`config.mk`:
```
export PLATFORM = sky130hd
export DESIGN_NAME = tdf_divider
export DESIGN_NICKNAME = d
export VERILOG_FILES = /design/src/rtl/tdf_pkg.sv /design/src/rtl/tdf_divider.sv
export SDC_FILE = /design/constraint.sdc
export NUM_CORES = 1
export LEC_CHECK = 0
export ABC_CLOCK_PERIOD_IN_PS = 3900
export BUFFER_PORTS_ARGS = -buffer_cell sky130_fd_sc_hd__buf_2
export CAP_MARGIN = 40
export CORE_MARGIN = 2
export CORE_UTILIZATION = 55
export DETAILED_ROUTE_END_ITERATION = 8
export PLACE_DENSITY = 0.88
export SYNTH_ARGS = -nofsm -noshare
export SYNTH_HDL_FRONTEND = slang
export SYNTH_SLANG_ARGS = --single-unit
```
`constraint.sdc`:
```
create_clock -name i_clk -period 3.9 [get_ports i_clk]
set_clock_uncertainty 0.15 [all_clocks]
set_input_delay 0 -clock i_clk [delete_from_list [all_inputs] [get_ports i_clk]]
set_output_delay 0 -clock i_clk [all_outputs]
set_load 0.1 [all_outputs]
```
`src/rtl/tdf_pkg.sv`:
```
// ----------------------------------------------------------------------------
// tdf_pkg
// Shared widths, limits and types of the trial-division factorizer.
// ----------------------------------------------------------------------------
`default_nettype none

package tdf_pkg;

    // Input value and output prime
    localparam int VALUE_W     = 31;
    localparam int PRIME_W     = 31;
    localparam int EXP_W       = 5;

    // Sieve range and prime table
    localparam int SIEVE_LIMIT = 65536;
    localparam int SIEVE_W     = $clog2(SIEVE_LIMIT);
    localparam int MARK_W      = SIEVE_W + 1;
    localparam int PRIME_DEPTH = 6542;          // primes below SIEVE_LIMIT
    localparam int PIDX_W      = $clog2(PRIME_DEPTH);
    localparam int PCNT_W      = $clog2(PRIME_DEPTH + 1);
    localparam int SQ_W        = 2 * SIEVE_W;

    // Results per value
    localparam int MAX_RESULTS = 9;
    localparam int RCNT_W      = $clog2(MAX_RESULTS + 1);

    // Stream widths
    localparam int IN_TDATA_W  = 32;
    localparam int OUT_TDATA_W = 40;
    localparam int OUT_PAD_W   = OUT_TDATA_W - PRIME_W - EXP_W;

    // Divider status
    typedef struct packed {
        logic               done;
        logic               rem_zero;
        logic [VALUE_W-1:0] quot;
    } t_div_res;

    // Sieve status
    typedef struct packed {
        logic              done;
        logic [PCNT_W-1:0] count;
    } t_sieve_stat;

endpackage

`default_nettype wire

```
`src/rtl/tdf_divider.sv`:
```
// ----------------------------------------------------------------------------
// tdf_divider
// Restoring radix-2 divider: one quotient bit per cycle.
// ----------------------------------------------------------------------------
`default_nettype none

module tdf_divider (
    input  wire logic                          i_clk,
    input  wire logic                          i_rst_n,
    input  wire logic                          i_start,
    input  wire logic [tdf_pkg::VALUE_W-1:0]   i_dividend,
    input  wire logic [tdf_pkg::SIEVE_W-1:0]   i_divisor,
    output tdf_pkg::t_div_res                  o_res
);
    import tdf_pkg::*;

    localparam int CNT_W = $clog2(VALUE_W);

    logic               r_busy;
    logic               r_done;
    logic [CNT_W-1:0]   r_cnt;
    logic [SIEVE_W-1:0] r_rem;
    logic [SIEVE_W-1:0] r_d;
    logic [VALUE_W-1:0] r_quo;

    logic [SIEVE_W:0]   trial;
    logic               fits;
    logic [SIEVE_W:0]   diff;

    assign trial = {r_rem, r_quo[VALUE_W-1]};
    assign fits  = (trial >= {1'b0, r_d});
    assign diff  = trial - {1'b0, r_d};

    always_ff @(posedge i_clk) begin
        if (!i_rst_n) begin
            r_busy <= 1'b0;
            r_done <= 1'b0;
            r_cnt  <= '0;
        end else if (i_start) begin
            r_busy <= 1'b1;
            r_done <= 1'b0;
            r_cnt  <= '0;
            r_rem  <= '0;
            r_d    <= i_divisor;
            r_quo  <= i_dividend;
        end else if (r_busy) begin
            // shift in one dividend bit, subtract when it fits
            r_rem <= fits ? diff[SIEVE_W-1:0] : trial[SIEVE_W-1:0];
            r_quo <= {r_quo[VALUE_W-2:0], fits};
            r_cnt <= r_cnt + 1'b1;
            if (r_cnt == CNT_W'(VALUE_W - 1)) begin
                r_busy <= 1'b0;
                r_done <= 1'b1;
            end
        end else begin
            r_done <= 1'b0;
        end
    end

    assign o_res.done     = r_done;
    assign o_res.rem_zero = (r_rem == '0);
    assign o_res.quot     = r_quo;

endmodule

`default_nettype wire

```
==> key figures, run 1 <==
Run status
  – Status: finished, final reports clean

Pwr
  – Sw frac: between 30% and 40%
  – Internal power: 1580 uW
  – Tot Pwr: ~2400 uW
  – Sequential power share: 39.5%
  – Switching pwr: ~800 uW
  – Peak VDD IR: 0.342 mV
  – Clk pwr share: roughly a third
  – Pleak: roughly 0.0021 uW
  – Combinational share of power: approximately 29%
  – Pwr/cell area: between 400 and 500 nW/um^2

Synthesis
  – Area leader, netlist: edfxtp_1
  – Post-synth EDFFs: 63
  – Post-synthesis cell area: between 3000 and 4000 sq um
  – Top cell type's share of synthesized area: between 40% and 50%
  – Ys async rst share: 0%
  – Distinct cell type count after synthesis: 66
  – Sequential fraction of the synthesis area: a little over half
  – Ys Warns: 0
  – Synthesis-stage register bit count: 70
  – Synth Instances: about 300
  – Syn nets: 368
  – Synth Flop Type: edfxtp_1
  – Synth area leaders: edfxtp_1 (50%), mux2_2 (8.9%), ha_1 (5.9%), dfxtp_1 (3.7%), inv_1 (2.1%)
  – Mean post-synth cell area: 12.7 sq um

Min path
  – Hold_sp: i_start
  – Hold Path Stages: 2
  – Worst Hold End: r_rem[10]$_SDFFCE_PP0P_
  – HP Class: in -> reg

Critical path
  – CP max-delay cell: o31ai_4
  – Setup slack, reg-to-reg: between 700 and 800 ps
  – Critical path class: reg -> reg
  – Setup crit end kind: flop
  – Worst R2R Start: r_rem[5]$_SDFFCE_PP0P_
  – CP cell instances: ha_1 > a211oi_2 > o21bai_1 > a21o_2 > o31ai_4 > nor2_2 > a32o_1
  – Max FO, Critical Path: 16
  – Crit path depth: 7
  – Critical path launch point type: flop
  – Crit Reg-Reg Endpoint: r_rem[15]$_SDFFCE_PP0P_
  – Critical Path AT: ~3100 ps
  – CP delay by family, top: compound AO/OA/AOI/OAI gates
  – Max stage delay on crit path: approximately 730 ps
  – Buf+Inv Stages, Crit Path: 0
  – CP required: between 3000 and 4000 ps
  – Worst Reg-to-Reg Cells: 7

Flow run
  – # Max-Cap Violations: 0

STA
  – Final worst path period need: 3120 ps
  – Slew @ Worst Pin: roughly 820 ps
  – Max Clock Freq: roughly 320 MHz
  – Final hold slack: between 150 and 200 ps
  – Setup Total Neg Slack: 0 ps
  – Period utilization: between 70 and 80%
  – Hold Vio Cnt, Final: 0
  – RSZ-0062 raised after global routing: no
  – Max_slew headroom: about 46%
  – Setup violators final: 0
  – Final Max Tran Viols: 0

GRT
  – First-pass GRT wire length: between 15 and 20 mm
  – Total GRT Usage: a little under a third
  – Initial antenna violation count: 0
  – Largest net degree at the start of global routing: 47
  – GRT Residual Overflow: 0
  – Vias in the first global route: roughly 3400

Placed design
  – Hpwl dp: 6.05 mm
  – I/O Buffers: 82
  – Gpl congestion: ~0.95

Finish
  – Final net count: about 500
  – Share of cells above drive strength 1: 34.5%
  – Diodes inserted: 0
  – Final Util: between 70% and 80%
  – Area Growth Syn to Fin: 32.0%

Routing
  – Drt drc: 0
  – Via count: around 3200
  – Via density: roughly 6.3
  – Post-Route WL: 11.5 mm
  – Wire per inst: 22.3 um
  – Final ANT Viol Nets: 0
  – TritonRoute pass-1 iters: 5
  – Initial drt markers: 432

Floorplanning
  – Core area: just under 7000 sq um
  – Initial Util: a little under three fifths
  – Die W: slightly below 90 um
  – Row cnt: 30
  – # IOs: between 80 and 90
  – Die height: between 80 and 90 um
  – Die area: between 7000 and 8000 sq um

Clock tree
  – # clock sinks: 70
  – Worst-path clk slew: approximately 80 ps
  – CTS tree: done
  – Clk_lat worst skew: ~370 ps
  – Clock Tree Root: clkbuf_8
  – Clk buf depth: 2
  – CTS buffer count: 9
  – Max H-tree Level: 3
## Yosys cell counts (3+ instances only)
cell / count
a21o_1: 6
a21oi_1: 11
a22o_1: 4
a31o_1: 3
clkbuf_1: 4
dfxtp_1: 7
edfxtp_1: 63
ha_1: 18
inv_1: 21
mux2_2: 30
mux2i_1: 6
nand2_1: 13
nand3_1: 3
nand4_1: 3
nor2_1: 21
nor2b_1: 3
nor3_1: 5
nor4_1: 4
o21a_1: 3
o21ai_1: 3
xnor2_1: 6
xor2_1: 7
## power groups by stage
stage / registers, uW / logic, uW / clock network [uW]
after floorplan: 1090 / 353 / 0
after global placement: 945 / 592 / 0
after detailed placement: 948 / 616 / 0
after CTS: 932 / 659 / 740
after global routing: 944 / 722 / 780
final: 940 / 687 / 755
## worst max-delay path by stage
stage | from | to
detailed placement | r_rem[13]$_SDFFCE_PP0P_ | r_rem[15]$_SDFFCE_PP0P_
global route | r_rem[5]$_SDFFCE_PP0P_ | r_rem[15]$_SDFFCE_PP0P_
floorplan | r_quo[30]$_DFFE_PP_ | r_rem[12]$_SDFFCE_PP0P_
global placement | r_rem[13]$_SDFFCE_PP0P_ | r_rem[15]$_SDFFCE_PP0P_
CTS | r_rem[13]$_SDFFCE_PP0P_ | r_rem[15]$_SDFFCE_PP0P_
finish | r_rem[5]$_SDFFCE_PP0P_ | r_rem[15]$_SDFFCE_PP0P_
## kinds of logic after synthesis
logic type	Yosys count	synth area share, %
flip-flops	70	53.4
AND/OR/NAND/NOR	68	9.50
AO/OA/AOI/OAI	62	13.5
multiplexers	37	10.8
buffers and inverters	30	3.45
adder cells (fa/ha/maj)	19	6.45
XOR/XNOR	13	2.99
## worst register-to-register path: cells and delay by family, from the launching register on
family | cells | cell delay (ps)
simple gates | 1 | 180
flops | 1 | 480
compound gates | 5 | 1620
fa+ha+maj | 1 | 440
## what timing repair did
| action | in CTS | in global routing |
|---|---|---|
| hold endpoints to repair | 54 | 0 |
| buffers inserted | 0 | 0 |
| gates resized for setup | 0 | 0 |
| endpoints found under the setup margin | 0 | 0 |
| hold buffers | 48 | 0 |
## cell type report
class	count	area [sq um]
repair buffers	132	918
clock buffers	9	124
well taps	80	100
flip-flops and latches	70	2030
inverters	21	78.8
clock inverters	7	128
multi-input cells	199	1640
fillers	381	1730
## layer usage
layer	GRT usage (%)	part of all wire [%]	up-vias
met2	53.4	51	237
met5	0	0	-
met4	16.6	5.2	0
met3	5.21	8.2	58
li1	-	-	1407
met1	37.0	35	1537
## registers in the layout, indices dropped and copies added, names as in the netlist
register / count
r_done: 1
r_rem: 16
r_cnt: 5
r_quo: 31
r_busy: 1
r_d: 16
## placed cells by master, fill, tap and decap left out, types with 2 or more instances in the layout
master	n
nand4_1	3
bufinv_16	3
and4_1	2
ha_1	18
xnor2_1	6
mux2_2	30
edfxtp_1	63
o21ai_2	2
nor2_1	21
mux2i_1	6
clkbuf_8	9
o21ai_0	2
buf_2	82
inv_1	21
o2111a_1	2
a21o_1	6
nor4_1	4
xor2_1	7
dlygate4sd3_1	48
and3_1	2
o21a_1	2
a21oi_1	11
nand3_1	3
inv_6	2
a211o_1	2
a21oi_2	2
nor2b_1	3
dfxtp_1	7
nand2_1	13
a22o_1	4
o311ai_0	2
nor3_1	5
o41ai_1	2
o21ai_1	3
a31o_1	3
## stage by stage
stage	setup WS [ps]	instances	area [sq um]
after floorplan	909	299	3800
after global placement	964	453	4270
after detailed placement	860	454	4290
after CTS	845	518	5020
after global routing	660	518	5020
final	784	518	5020
Power figures use the tool's default switching activity.
==> inputs of run 2 (changes only) <==
ABC_CLOCK_PERIOD_IN_PS = 3000   (was 3900)
clock period = 3 ns   (was 3.9 ns; I/O delays follow)
==> run 2 against run 1 <==
Net effect:
- via count is 1.9% lower
- worst hold slack improved by 9.4 ps
- clock power grew 2.9%
- largest power group unchanged
- combinational power up 37%
- critical path type unchanged
- core utilization down 0.19 points
==> key figures, run 2 (same netlist as run 1, synthesis figures left out) <==
STA
  – RSZ-0062 raised after global routing: no
  – Period utilization: between 90% and 100%
  – Final worst path period need: approximately 2900 ps
  – Hold Vio Cnt, Final: 0
  – Setup violators final: 0
  – Final Max Tran Viols: 0
  – Max_slew headroom: 52.9%
  – Max Clock Freq: ~350 MHz
  – Slew @ Worst Pin: roughly 710 ps
  – Setup Total Neg Slack: 0 ps

Floorplanning
  – Row cnt: 30
  – Die W: 87.2 um
  – Core area: approximately 6800 sq um
  – Die height: between 80 and 90 um
  – Die area: 7600 sq um
  – # IOs: between 80 and 90
  – Initial Util: between 50% and 60%

Clock tree
  – Clock Tree Root: clkbuf_8
  – Clk buf depth: 2
  – CTS buffer count: 9
  – # clock sinks: 70
  – Max H-tree Level: 3
  – CTS tree: done
  – Clk_lat worst skew: between 300 and 400 ps
  – Worst-path clk slew: about 90 ps

Finish
  – Share of cells above drive strength 1: 34.7%
  – Diodes inserted: 0
  – Most common cell after layout, fill and taps aside: buf_2
  – Max reg flops: 31
  – Area Growth Syn to Fin: 31.7%
  – Final Util: between 70% and 80%
  – Final instance area: approximately 5000 sq um
  – Biggest regs: r_quo (31), r_d (16), r_rem (16)
  – Largest reg by FF count: r_quo
  – Most frequent cells in the layout: buf_2 (82), edfxtp_1 (63), dlygate4sd3_1 (49), mux2_2 (30)
  – Final net count: between 500 and 600
  – Fill cells: 392

Pwr
  – Switching pwr: 1030 uW
  – Sequential power share: between 40% and 50%
  – Pleak: 0.00210 uW
  – Pwr/cell area: about 590 nW/um^2
  – Sw frac: approximately a third
  – Internal power: about 1900 uW
  – Tot Pwr: between 2000 and 3000 uW
  – Clk pwr share: a little over a quarter
  – Peak VDD IR: approximately 0.44 mV
  – Combinational share of power: ~32%

Critical path
  – CP required: between 2000 and 3000 ps
  – CP cell instances: ha_1 > a21o_4 > a211oi_4 > o21ai_2 > o31ai_4 > buf_4 > mux2i_1 > nor2_1
  – Critical path launch point type: flop
  – Max stage delay on crit path: 430 ps
  – Max FO, Critical Path: 8
  – CP max-delay cell: edfxtp_1
  – Setup crit end kind: flop
  – Critical path class: reg -> reg
  – Critical Path AT: ~2800 ps

Placed design
  – Hpwl dp: roughly 6.2 mm
  – Gpl congestion: just over 0.9
  – I/O Buffers: 82
  – Post-DP Area: around 4300 sq um

GRT
  – Largest net degree at the start of global routing: 40
  – Total GRT Usage: between 30% and 40%
  – Initial antenna violation count: 0
  – GRT Residual Overflow: 0
  – First-pass GRT wire length: 17.0 mm
  – Vias in the first global route: between 3000 and 4000

Min path
  – HP Class: in -> reg

Routing
  – Post-Route WL: roughly 11 mm
  – Via count: 3179
  – Final ANT Viol Nets: 0
  – Drt drc: 0
  – Via density: slightly above 6
  – TritonRoute pass-1 iters: 7
  – Initial drt markers: 340
  – Wire per inst: around 21 um

Flow run
  – # Max-Cap Violations: 0

Run status
  – Status: finished, final reports clean
run 2: worst paths after layout:
check / startpoint / end / slack, ps / depth (start not counted)
setup / recovery: r_rem[13]$_SDFFCE_PP0P_ / r_rem[8]$_SDFFCE_PP0P_ / 140 / 8
hold / removal: i_divisor[1] / r_d[1]$_DFFE_PP_ / 200 / 2
setup reg to reg: r_rem[13]$_SDFFCE_PP0P_ / r_rem[8]$_SDFFCE_PP0P_ / 140 / 8
hold reg to reg: r_cnt[4]$_SDFFE_PP0P_ / r_cnt[4]$_SDFFE_PP0P_ / 390 / 2
run 2: final cells by class:
type | instances | area [sq um] | area share, %
clock inverters | 5 | 58.8 | 1.17
clock buffers | 11 | 131 | 2.62
multi-input cells | 199 | 1640 | 32.8
flip-flops and latches | 70 | 2030 | 40.5
well taps | 80 | 100 | 2.00
inverters | 21 | 78.8 | 1.57
repair buffers | 138 | 966 | 19.3
run 2: per-layer routing:
layer  wire (um)  part of all wire, %  global-route usage [%]  up-vias
met4         583                  5.2                    17.5        0
met3         856                  7.6                    6.82       49
met2        5920                   53                    53.4      221
met5           0                    0                       0        -
li1            -                    -                       -     1415
met1        3890                   35                    34.3     1494
run 2: worst max-delay path: cells and delay by family (launching register included):
family | cells | cell delay, ps
adder cells (fa/ha/maj) | 1 | 420
AO/OA/AOI/OAI | 4 | 1060
multiplexers | 1 | 280
buffers and inverters | 1 | 190
flip-flops | 1 | 430
AND/OR/NAND/NOR | 1 | 70
run 2: metrics by stage:
stage	worst slack (ps)	std cells	hold slack, ps
CTS	162	522	199
detailed placement	190	457	28.1
global placement	345	457	25.9
global route	67.4	524	198
finish	138	524	199
floorplan	8.69	299	-51.1
run 2: power by group through the flow:
stage	clock (uW)	sequential [uW]	combinational [uW]
after floorplan	0	1410	459
after global placement	0	1230	798
after detailed placement	0	1230	818
after CTS	756	1210	874
after global routing	810	1220	980
final	777	1220	938
run 2: what timing repair did:
item / CTS / global route
hold buffers: 49 / 0
gates resized for setup: 0 / 1
setup endpoints to repair: 0 / 6
setup buffers: 0 / 2
hold endpoints to repair: 57 / 0
